`config.mk`:
```
export PLATFORM = sky130hd
export DESIGN_NAME = glq_scale_div
export DESIGN_NICKNAME = d
export VERILOG_FILES = /design/src/rtl/glq_pkg.sv /design/src/rtl/glq_scale_div.sv
export SDC_FILE = /design/constraint.sdc
export NUM_CORES = 1
export LEC_CHECK = 0
export BUFFER_PORTS_ARGS = -buffer_cell sky130_fd_sc_hd__buf_4
export CORE_ASPECT_RATIO = 1.2
export CORE_MARGIN = 2
export CORE_UTILIZATION = 40
export DETAILED_ROUTE_END_ITERATION = 8
export HOLD_SLACK_MARGIN = 0.08
export PLACE_DENSITY_LB_ADDON = 0.3
export SYNTH_ARGS = -nofsm -noshare
export SYNTH_HDL_FRONTEND = slang
export SYNTH_SLANG_ARGS = --single-unit
export TNS_END_PERCENT = 20
```
`constraint.sdc`:
```
create_clock -name clock -period 10.19 [get_ports clock]
set_input_delay 1.019 -clock clock [delete_from_list [all_inputs] [get_ports clock]]
set_output_delay 1.019 -clock clock [all_outputs]
set_load 0.02 [all_outputs]
```
`src/rtl/glq_pkg.sv`:
```
// Shared types, codes and constants of the glyph quad layout block.
package glq_pkg;

   localparam int TABLE_DEPTH_DEFAULT = 512;

   // transaction kinds
   localparam logic [1:0] KIND_LOAD       = 2'd0;
   localparam logic [1:0] KIND_GLYPH      = 2'd1;
   localparam logic [1:0] KIND_NEW_STRING = 2'd2;

   localparam logic [15:0] LAYER_DEPTH = 16'd20000;

   // screen scale divisors: coordinate = trunc(px * 32767 / divisor)
   localparam logic [10:0] SCALE_DIV_X = 11'd960;
   localparam logic [10:0] SCALE_DIV_Y = 11'd540;

   // |px * 32767| < 2^30
   // x: |p| / 960 = ((|p| >> 6) * ceil(2^28 / 15)) >> 28, exact for |p| >> 6 < 2^24
   // y: |p| / 540 = ((|p| >> 2) * ceil(2^36 / 135)) >> 36, exact for |p| >> 2 < 2^28
   localparam logic [28:0] RECIP_X = 29'd17895698;
   localparam logic [28:0] RECIP_Y = 29'd509033162;

   typedef struct packed {
      logic [1:0]         kind;
      logic [8:0]         entry_index;
      logic [20:0]        codepoint;
      logic signed [15:0] glyph_offset_x;
      logic signed [15:0] glyph_offset_y;
      logic signed [15:0] glyph_width;
      logic signed [15:0] glyph_height;
      logic signed [15:0] glyph_advance;
      logic [15:0]        texture_left;
      logic [15:0]        texture_right;
      logic [15:0]        texture_top;
      logic [15:0]        texture_bottom;
   } glq_req_type;

   typedef struct packed {
      logic [2:0]         corner;
      logic [15:0]        vertex_x;
      logic [15:0]        vertex_y;
      logic [15:0]        vertex_z;
      logic [15:0]        vertex_s;
      logic [15:0]        vertex_t;
      logic               found;
      logic               last;
      logic signed [15:0] pen_after;
   } glq_rsp_type;

   typedef struct packed {
      logic [20:0]        code;
      logic signed [15:0] off_x;
      logic signed [15:0] off_y;
      logic signed [15:0] width;
      logic signed [15:0] height;
      logic signed [15:0] advance;
      logic [15:0]        tc_left;
      logic [15:0]        tc_right;
      logic [15:0]        tc_top;
      logic [15:0]        tc_bottom;
   } glq_entry_type;

   typedef struct packed {
      logic               go;
      logic               use_y;
      logic signed [15:0] px;
   } glq_div_ctl_type;

   typedef struct packed {
      logic        done;
      logic [15:0] quot;
   } glq_div_res_type;

endpackage

```
`src/rtl/glq_scale_div.sv`:
```
// Reciprocal scaler: low 16 bits of trunc(px * 32767 / 960 or 540), done is go via v0, v1, v2.
module glq_scale_div (
   input  logic                     clock,
   input  logic                     reset,
   input  glq_pkg::glq_div_ctl_type ctl,
   output glq_pkg::glq_div_res_type res
);

   logic               v0_ff, v0_in;
   logic               v1_ff, v1_in;
   logic               v2_ff, v2_in;
   logic signed [15:0] px_ff, px_in;
   logic               y0_ff, y0_in;
   logic [29:0]        mag_ff, mag_in;
   logic               neg1_ff, neg1_in;
   logic               y1_ff, y1_in;
   logic [56:0]        prod_ff, prod_in;
   logic               neg2_ff, neg2_in;
   logic               y2_ff, y2_in;

   logic signed [16:0] px_ext;
   logic [16:0]        apx;
   logic [31:0]        mag_w;
   logic [27:0]        mul_a;
   logic [28:0]        mul_b;
   logic [15:0]        q16;

   always_comb begin
      v0_in = ctl.go;
      v1_in = v0_ff;
      v2_in = v1_ff;

      px_in = ctl.go ? ctl.px : px_ff;
      y0_in = ctl.go ? ctl.use_y : y0_ff;

      // |px * 32767| = (|px| << 15) - |px|
      px_ext = {px_ff[15], px_ff};
      apx    = px_ff[15] ? 17'(-px_ext) : 17'(px_ext);
      mag_w  = ({15'd0, apx} << 15) - {15'd0, apx};

      mag_in  = v0_ff ? mag_w[29:0] : mag_ff;
      neg1_in = v0_ff ? px_ff[15] : neg1_ff;
      y1_in   = v0_ff ? y0_ff : y1_ff;

      mul_a   = y1_ff ? mag_ff[29:2] : {4'd0, mag_ff[29:6]};
      mul_b   = y1_ff ? glq_pkg::RECIP_Y : glq_pkg::RECIP_X;
      prod_in = v1_ff ? ({29'd0, mul_a} * {28'd0, mul_b}) : prod_ff;
      neg2_in = v1_ff ? neg1_ff : neg2_ff;
      y2_in   = v1_ff ? y1_ff : y2_ff;

      q16 = y2_ff ? prod_ff[51:36] : prod_ff[43:28];
   end

   always_ff @(posedge clock) begin
      if (reset) begin
         v0_ff <= 1'b0;
         v1_ff <= 1'b0;
         v2_ff <= 1'b0;
      end else begin
         v0_ff <= v0_in;
         v1_ff <= v1_in;
         v2_ff <= v2_in;
      end
      px_ff   <= px_in;
      y0_ff   <= y0_in;
      mag_ff  <= mag_in;
      neg1_ff <= neg1_in;
      y1_ff   <= y1_in;
      prod_ff <= prod_in;
      neg2_ff <= neg2_in;
      y2_ff   <= y2_in;
   end

   // truncation toward zero: negate the magnitude quotient
   assign res.done = v2_ff;
   assign res.quot = neg2_ff ? 16'(~q16 + 16'd1) : q16;

endmodule

```
---- Word-level counts from Yosys, hierarchy flattened ----
Index checks and enable logic that the tools add are counted.
storage, ports and cells
  bits in registers ....................... 106
  output and inout bits ................... 17
  input bits .............................. 20
cells by class
  add/sub/neg operators ................... 3
  multiplexer cells ....................... 5
  multiply operators ...................... 1
  bitwise gates (word level) .............. 1
operators by type and width
  kind                                                             number
  28-bit by 29-bit multiplier with 52-bit output                   1
  16-bit two-way mux                                               2
  30-bit by 17-bit subtractor with 30-bit output                   1
  29-bit two-way mux                                               1
  28-bit two-way mux                                               1
  17-bit two-way mux                                               1
  16-bit negation with 17-bit output                               1
  16-bit by 1-bit adder with 16-bit output, second input constant  1
  16-bit inverter                                                  1

---- Logic depth before layout (Yosys ltp) ----
Gate-level depths: netlist of run 1.
  depth in word-level cells ............... 4
  gate-level depth with buffers ........... 29
  mapped depth without buffers ............ 26

---- Least setup slack after synthesis of run 1 ----
No wires, ideal clock.
  path kind ............................... reg-to-reg
  start point ............................. register y1_ff
  end point ............................... register prod_ff[51], data pin
  period minus slack after synthesis ...... 7427 ps
  required time ........................... 9931 ps
  buffers on the path ..................... 3
  stages on the path, launching flop included .. 28
  path slack .............................. 2763 ps
  data arrival time ....................... 7168 ps
  path through ............................ edfxtp_1 > clkbuf_1 > clkbuf_1 > clkbuf_1 > nand2_1 > inv_1 > nor2_1 > fa_1 > inv_1 > fa_1 > inv_1 > fa_1 > fa_1 > inv_1 > fa_1 > fa_1 > inv_1 > fa_1 > inv_1 > ha_1 > nand4_1 > nor3_1 > inv_1 > o311ai_1 > a2111oi_0 > o31ai_1 > a21oi_1 > xnor2_1
between the ends
  cells in the longest elaborated chain, start to end .. 2
  elaborated cells between the ends (all ways) .. 3
  those cells by class .................... mul: 1; mux: 2
ends and longest elaborated chain
  element                                                          RTL line                                  source
  from (decl)                                                      glq_scale_div.sv:16                       logic y1_ff, y1_in;
  from (signal assigned)                                           glq_scale_div.sv:68                       y1_ff <= y1_in;
  28-bit two-way mux / 29-bit two-way mux (equally long branches)  glq_scale_div.sv:45, glq_scale_div.sv:46
  28-bit by 29-bit multiplier with 52-bit output (*)               glq_scale_div.sv:47                       prod_in = v1_ff ? ({29'd0, mul_a} * {28'd0, mul_b}) : prod_ff;
  to (signal assigned)                                             glq_scale_div.sv:69                       prod_ff <= prod_in;
  to (decl)                                                        glq_scale_div.sv:17                       logic [56:0] prod_ff, prod_in;
Mark *: on every way between the ends. The rest lies on a longest branch, timed or not.
A chain may end at the register's enable or synchronous reset.

---- Worst setup path in the final report of run 1 ----
Same ends and word-level chain as after synthesis.

==> out/results.ini, run 1 <==
[outcome]
status = complete, no violations

[synthesis]
netlist_instances = 2134
synth.distinct_cells = 73
ys.flop_type = edfxtp_1
syn_area_sq_um = 20600
avgSynthCellArea_sq_um = 9.67
synth_edf_count = 73
synth_warnings = 0
synthArstFlopShare_pct = 0
seq_area_frac_synth_pct = 10.9
synth-seq-cells = 76

[route]
dr.pass1.iters = 5
ant_nets = 0
drc = 0
drt_iter0_markers = 725
vias = 13700
avgViaCountPerCell = 4.79
routed_wirelength_mm = 55.1
wl_per_cell_microns = 19.3

[floorplan]
core_area_sq_um = 51200
num_rows = 91
io_pins = 37
dieArea_sq_um = 53400
initial_core_util_pct = 40.3
die_h_microns = 253
die_w_microns = 211

[global_routing]
grt_pass1_wl_mm = 86.3
grt_max_degree = 73
grt_pass1_vias = 15200
grt_antenna_before_repair = 2
grt-ovfl-total = 0
grtUsageTotal_pct = 21.9

[worst_setup_path]
r2r_slack_ns = 1.64
path_class = reg -> reg
crit_family = adder cells
path_buf_inv = 7
cp_slowest_stage_delay_ns = 0.90
startpoint_type = flop
r2r_cells = 24
endpoint_kind = flop
required_ns = 10.30
reg2reg_from = y1_ff$_DFFE_PP_
cp_slowest_cell = o311ai_1
rr_endpoint = prod_ff[51]$_DFFE_PP_
critPathArrivalTime_ns = 8.67
crit_chain = buf_4 -> nand2_1 -> and2_1 -> inv_1 -> ha_1 -> inv_1 -> fa_1 -> inv_1 -> fa_1 -> fa_1 -> fa_1 -> fa_1 -> inv_1 -> fa_1 -> inv_1 -> ha_1 -> nand4_1 -> nor3_1 -> inv_1 -> o311ai_1 -> a2111oi_0 -> o31ai_1 -> a21oi_1 -> xnor2_1
worst-path-max-fanout = 72

[timing]
hold_viol_final = 0
fmax_mhz = 117
setup_tns_ns = 0
finalSetupViolations = 0
worstMarginPinSlew_ns = 1.04
skew_ns = 0.0225
finalCriticalPeriod_ns = 8.55
slew_headroom_pct = 29.9
grt_setup_unrepaired = no
timing_max_transition_violations_final = 0
period_share_pct = 83.9

[clock_tree]
root_buffer = clkbuf_16
post_cts_resize_count = 0
postCtsHoldBufs = 0
clk_pin_slew_worst_paths_ns = 0.07
clockBufferDepth = 2
post_cts_buffers = 0
cts_buffers = 9
clock_sinks = 76
cts_tree = built
clock_latency_ns = 0.37
cts_max_level = 3

[worst_hold_path]
whs_endpoint = y1_ff$_DFFE_PP_
min_path_type = reg -> reg
hold_depth = 0
hold_start = y0_ff$_DFFE_PP_

[cells_and_area]
fill_cells = 4995
mostFrequentLayoutCell = inv_1
antenna_cells = 0
nets = 2916
drive_above_1_share_pct = 3.73
post-route-cell-area_sq_um = 22000
areaGrowthSynthToFinish_pct = 6.82
final_cell_mix = inv_1 (704), fa_1 (405), ha_1 (296), nand2_1 (129), edfxtp_1 (73)

[placed_design]
post_dp_cell_area_sq_um = 21800
gp_congestion = 0.976
dp_hpwl_mm = 50.8
portBuffers = 36

[run]
maxCapViolCount = 0

[state kept, by name, summed over array words and instances, names as in the netlist]
register / count
y2_ff: 1
y0_ff: 1
mag_ff: 28
px_ff: 16
neg2_ff: 1
prod_ff: 24
neg1_ff: 1
v2_ff: 1
v1_ff: 1
v0_ff: 1
y1_ff: 1
[Yosys cell counts (16+ instances only)]
master    count  area (sq um)
inv_1       704          2640
fa_1        405          8110
ha_1        296          3700
nand2_1     129           484
edfxtp_1     73          2190
nor2_1       61           229
a21oi_1      53           265
xnor2_1      47           412
o21ai_0      34           170
xor2_1       34           298
clkbuf_1     33           124
nand2b_1     28           175
and2_1       25           156
mux2i_1      19           190
nor3_1       16          80.1
[worst reg2reg max path: stages, from the launching register on]
cell and delay, ns:
edfxtp_1 0.32, buf_4 0.54, nand2_1 0.45, and2_1 0.32, inv_1 0.23, ha_1 0.19, inv_1 0.05, fa_1 0.53
inv_1 0.05, fa_1 0.48, fa_1 0.60, fa_1 0.44, fa_1 0.49, inv_1 0.05, fa_1 0.47, inv_1 0.04
ha_1 0.30, nand4_1 0.22, nor3_1 0.51, inv_1 0.10, o311ai_1 0.90, a2111oi_0 0.33, o31ai_1 0.41, a21oi_1 0.14
xnor2_1 0.14
[layout make-up]
type / count / area (sq um) / share of cell area, %
multi-input combinational: 1361 / 15700 / 71.4
inverter: 704 / 2640 / 12.0
sequential: 76 / 2250 / 10.2
tap: 651 / 815 / 3.70
timing repair buffer: 43 / 323 / 1.46
clock buffer: 10 / 229 / 1.04
clock inverter: 6 / 48.8 / 0.221
[per-stage QoR]
| stage | setup slack, ns | util [%] | hold WS, ns | std cells |
|---|---|---|---|---|
| after floorplan | 2.76 | - | 0.400 | 2181 |
| after global placement | 1.73 | 42.5 | 0.404 | 2835 |
| after detailed placement | 1.59 | 42.5 | 0.407 | 2835 |
| after CTS | 1.56 | 43.0 | 0.423 | 2851 |
| after global routing | 1.04 | 43.0 | 0.432 | 2851 |
| final | 1.64 | 43.0 | 0.420 | 2851 |
[logic make-up (layout without fill, tap and decap cells)]
group | Yosys count | in the layout | synth area share [%]
flip-flops | 76 | 76 | 10.9
AND/OR/NAND/NOR | 336 | 336 | 7.97
multiplexers | 20 | 20 | 0.977
adder cells (fa/ha/maj) | 701 | 701 | 57.3
AO/OA/AOI/OAI | 172 | 172 | 5.51
other | 2 | 49 | 0.0364
buffers and inverters | 744 | 763 | 13.7
XOR/XNOR | 83 | 83 | 3.63
[worst max path at each step]
stage	startpoint	end	cells after the start
2_1_floorplan	y1_ff$_DFFE_PP_	prod_ff[51]$_DFFE_PP_	27
3_3_place_gp	y1_ff$_DFFE_PP_	prod_ff[51]$_DFFE_PP_	22
3_5_place_dp	y1_ff$_DFFE_PP_	prod_ff[51]$_DFFE_PP_	24
4_1_cts	y1_ff$_DFFE_PP_	prod_ff[51]$_DFFE_PP_	24
5_1_grt	y1_ff$_DFFE_PP_	prod_ff[51]$_DFFE_PP_	24
6_report	y1_ff$_DFFE_PP_	prod_ff[51]$_DFFE_PP_	24
[per-layer routing]
metal | share of wire [%] | vias to the layer above | GRT usage [%]
met3 | 3.7 | 92 | 2.61
met5 | 0.024 | - | 0
met1 | 41 | 6781 | 26.8
met2 | 50 | 287 | 38.7
li1 | - | 6499 | -
met4 | 5.2 | 2 | 9.52
Power of run 1 is not shown: default switching activity piles up to over one toggle a cycle in this logic, so the estimate is an artifact.
==> run 2, diff against run 1 <==
==> constraint.sdc (replaced) <==
create_clock -name clock -period 7.89 [get_ports clock]
set_input_delay 0.789 -clock clock [delete_from_list [all_inputs] [get_ports clock]]
set_output_delay 0.789 -clock clock [all_outputs]
set_load 0.02 [all_outputs]
==> out/results.ini, run 2 (synthesis results as in run 1) <==
[clock_tree]
cts_buffers = 9
root_buffer = clkbuf_16
postCtsHoldBufs = 0
cts_max_level = 3
clock_latency_ns = 0.36
clockBufferDepth = 2
clock_sinks = 76
clk_pin_slew_worst_paths_ns = 0.07
cts_tree = built
post_cts_buffers = 0

[timing]
timing_max_transition_violations_final = 0
fmax_mhz = 134
slew_headroom_pct = 36.1
worstMarginPinSlew_ns = 0.958
worst_slack_ns = 0.410
period_share_pct = 94.8
finalSetupViolations = 0
setup_tns_ns = 0
grt_setup_unrepaired = no
hold_viol_final = 0
finalCriticalPeriod_ns = 7.48
skew_ns = 0.0208

[worst_setup_path]
worst-path-max-fanout = 72
startpoint_type = flop
path_class = reg -> reg
worst_path_most_repeated_cell = fa_1
cp_slowest_stage_delay_ns = 0.58
endpoint_kind = flop
critPathArrivalTime_ns = 7.59
required_ns = 8.00
cp_slowest_cell = fa_1

[cells_and_area]
areaGrowthSynthToFinish_pct = 7.68
drive_above_1_share_pct = 4.51
mostFrequentLayoutCell = inv_1
largest_register_ffs = 28
nets = 2933
stdcell_count = 2868
regMostFlops = mag_ff
reg.largest.list = mag_ff: 28 flops, prod_ff: 24 flops, px_ff: 16 flops
antenna_cells = 0
post-route-cell-area_sq_um = 22200
final_cell_mix = inv_1 (703), fa_1 (405), ha_1 (296), nand2_1 (129), edfxtp_1 (73)

[outcome]
status = complete, no violations

[floorplan]
io_pins = 37
die_w_microns = 211
die_h_microns = 253
dieArea_sq_um = 53400
num_rows = 91
initial_core_util_pct = 40.3
core_area_sq_um = 51200

[placed_design]
dp_hpwl_mm = 51.0
post_dp_cell_area_sq_um = 21900
gp_congestion = 0.993
dp.cells = 2852
portBuffers = 36
place_ws_ns = 0.326

[route]
drt_iter0_markers = 721
drc = 0
avgViaCountPerCell = 4.85
vias = 13900
dr.pass1.iters = 5
routed_wirelength_mm = 55.6
wl_per_cell_microns = 19.4
ant_nets = 0

[global_routing]
grt-ovfl-total = 0
grt_pass1_wl_mm = 87.7
grt_max_degree = 73
grt_antenna_before_repair = 1
grtUsageTotal_pct = 22.0
grt_pass1_vias = 15500

[worst_hold_path]
min_path_type = reg -> reg

[run]
maxCapViolCount = 0

[run 2: cell count changes in the layout (fill, tap and decap cells not counted), sizes merged]
cell / change
buf: +17
bufinv: +1
clkbuf: +3
clkinv: -1
clkinvlp: -1
inv: -2
[run 2: cell type report]
cell class	instances	area [sq um]
clock buffer	13	260
clock inverter	3	46.3
fill	5072	29000
inverter	704	2640
multi-input combinational	1361	15700
sequential	76	2250
tap	651	815
timing repair buffer	60	463
[run 2: timing repair]
| item | CTS | global route |
|---|---|---|
| gates resized for setup | 0 | 2 |
| hold endpoints to repair | 0 | 0 |
| endpoints found under the setup margin | 0 | 1 |
[run 2: final timing paths]
path	slack (ns)	end	cells past startpoint	startpoint
max	0.41	prod_ff[51]$_DFFE_PP_	26	y1_ff$_DFFE_PP_
min	0.42	y1_ff$_DFFE_PP_	0	y0_ff$_DFFE_PP_
max reg2reg	0.41	prod_ff[51]$_DFFE_PP_	26	y1_ff$_DFFE_PP_
min reg2reg	0.42	y1_ff$_DFFE_PP_	0	y0_ff$_DFFE_PP_
[run 2: metal layers]
layer  wire, microns  vias up  track usage, %
li1                -     6524               -
met5               9        -               0
met2           27700      339            38.8
met1           23100     6934            27.4
met4            2790        2            9.74
met3            1900      115            2.11
[run 2: critical path, delay by kind of cell, from the launching register on]
kind / cells / cell delay, ns
AO/OA/AOI/OAI: 5 / 0.98
XOR/XNOR: 1 / 0.15
adder cells (fa/ha/maj): 8 / 3.55
buffers and inverters: 7 / 0.92
flip-flops: 1 / 0.41
AND/OR/NAND/NOR: 5 / 1.15
[run 2: stage by stage]
step           util, %  hold WS [ns]
2_1_floorplan        -         0.400
3_3_place_gp      42.7         0.416
3_5_place_dp      42.7         0.408
4_1_cts           43.3         0.423
5_1_grt           43.4         0.442
6_report          43.4         0.421
Power of run 2 is left out for the same reason.
==> run 3, diff against run 2 <==
--- a/config.mk
+++ b/config.mk
@@ -6,7 +6,7 @@
 export NUM_CORES = 1
 export LEC_CHECK = 0
 export BUFFER_PORTS_ARGS = -buffer_cell sky130_fd_sc_hd__buf_4
-export CORE_ASPECT_RATIO = 1.2
+export CORE_ASPECT_RATIO = 0.5
 export CORE_MARGIN = 2
 export CORE_UTILIZATION = 40
 export DETAILED_ROUTE_END_ITERATION = 8
==> out/results.ini, run 3 (synthesis results as in run 1) <==
[outcome]
status = complete, no violations

[floorplan]
die_w_microns = 325
dieArea_sq_um = 53500
num_rows = 58
io_pins = 37
die_h_microns = 165
initial_core_util_pct = 40.8
core_area_sq_um = 50600

[timing]
hold_viol_final = 0
slew_headroom_pct = 43.2
period_share_pct = 94.8
skew_ns = 0.0176
finalSetupViolations = 0
fmax_mhz = 134
timing_max_transition_violations_final = 0
worstMarginPinSlew_ns = 0.850
finalCriticalPeriod_ns = 7.48

[worst_hold_path]
min_path_type = reg -> reg

[worst_setup_path]
critPathArrivalTime_ns = 7.59
required_ns = 8.01
startpoint_type = flop
endpoint_kind = flop
path_class = reg -> reg
worst-path-max-fanout = 49

[cells_and_area]
multi_input_area_sq_um = 15700
drive_above_1_share_pct = 4.68
nets = 2937
areaGrowthSynthToFinish_pct = 8.04
reg.largest.list = mag_ff: 28 flops, prod_ff: 24 flops, px_ff: 16 flops
regArea_sq_um = 2250
final_cell_mix = inv_1 (704), fa_1 (405), ha_1 (296), nand2_1 (129), edfxtp_1 (73)
regMostFlops = mag_ff
mostFrequentLayoutCell = inv_1
stdcell_count = 2912
largest_register_ffs = 28
fill_cells = 4914

[global_routing]
grt_max_degree = 50
grt_use_met1_pct = 29.8
grt_pass1_vias = 14300
grt_pass1_wl_mm = 82.6
grtUsageTotal_pct = 20.7
grt-ovfl-total = 0
met3_usage_pct = 3.96
grt_antenna_before_repair = 2
busiest_layer = met2
gr-usage-met2_pct = 32.0

[route]
ant_nets = 0
vias = 13700
routed_wirelength_mm = 53.7
drc = 0
drt_iter0_markers = 948
wl_per_cell_microns = 18.4
avgViaCountPerCell = 4.72
dr.pass1.iters = 5

[placed_design]
dp_hpwl_mm = 48.9
portBuffers = 36
gp_congestion = 0.969
dp.cells = 2895

[clock_tree]
cts_buffers = 9
cts_max_level = 3
clock_sinks = 76
root_buffer = clkbuf_16
clockBufferDepth = 2
clk_pin_slew_worst_paths_ns = 0.06
cts_tree = built
clock_latency_ns = 0.37

[run]
maxCapViolCount = 0

-- run 3: final cells by class --
| cell class | instances | area share [%] |
|---|---|---|
| antenna | 1 | 0.0112 |
| sequential | 76 | 10.1 |
| multi-input combinational | 1361 | 70.6 |
| clock inverter | 6 | 0.326 |
| inverter | 704 | 11.9 |
| tap | 690 | 3.87 |
| timing repair buffer | 64 | 2.21 |
| clock buffer | 10 | 1.03 |
-- run 3: timing repair --
| item | CTS | global route |
|---|---|---|
| endpoints found under the setup margin | 0 | 4 |
| resized for setup | 0 | 2 |
| setup buffers | 0 | 0 |
| hold buffers | 0 | 0 |
-- run 3: final timing paths --
check | end | startpoint | cells past startpoint | slack (ns)
setup reg to reg | prod_ff[51]$_DFFE_PP_ | y1_ff$_DFFE_PP_ | 24 | 0.41
hold / removal | y1_ff$_DFFE_PP_ | y0_ff$_DFFE_PP_ | 0 | 0.42
hold reg to reg | y1_ff$_DFFE_PP_ | y0_ff$_DFFE_PP_ | 0 | 0.42
setup / recovery | prod_ff[51]$_DFFE_PP_ | y1_ff$_DFFE_PP_ | 24 | 0.41
-- run 3: layer usage --
metal,up-vias,share of wire [%]
li1,6546,-
met1,6804,48
met2,336,44
met3,57,6.6
met4,0,2.2
met5,-,0
-- run 3: through the flow --
step | setup slack [ns] | hold WS, ns | cell area [sq um] | utilization, % | TNS (ns)
global placement | 0.322 | 0.411 | 22000 | 43.4 | 0
floorplan | 0.463 | 0.400 | 20800 | - | 0
CTS | 0.240 | 0.422 | 22300 | 44.0 | 0
finish | 0.413 | 0.420 | 22300 | 44.1 | 0
global route | -0.000790 | 0.423 | 22300 | 44.1 | -0.000790
detailed placement | 0.281 | 0.407 | 22000 | 43.4 | 0
-- run 3: worst max-delay path, stage by stage, from the launching register on --
cell and delay (ns):
edfxtp_1 0.37, buf_12 0.21, buf_4 0.28, nand2_1 0.13, buf_4 0.19, fa_1 0.51
inv_1 0.06, fa_1 0.50, inv_1 0.05, fa_1 0.54, inv_1 0.05, fa_1 0.53
fa_1 0.45, fa_1 0.51, fa_1 0.46, ha_1 0.38, nand4_1 0.27, nor3_2 0.36
inv_1 0.07, o311ai_1 0.33, buf_4 0.21, a2111oi_1 0.12, o31ai_1 0.37, a21oi_1 0.13
xnor2_1 0.13
Power of run 3 is left out for the same reason.
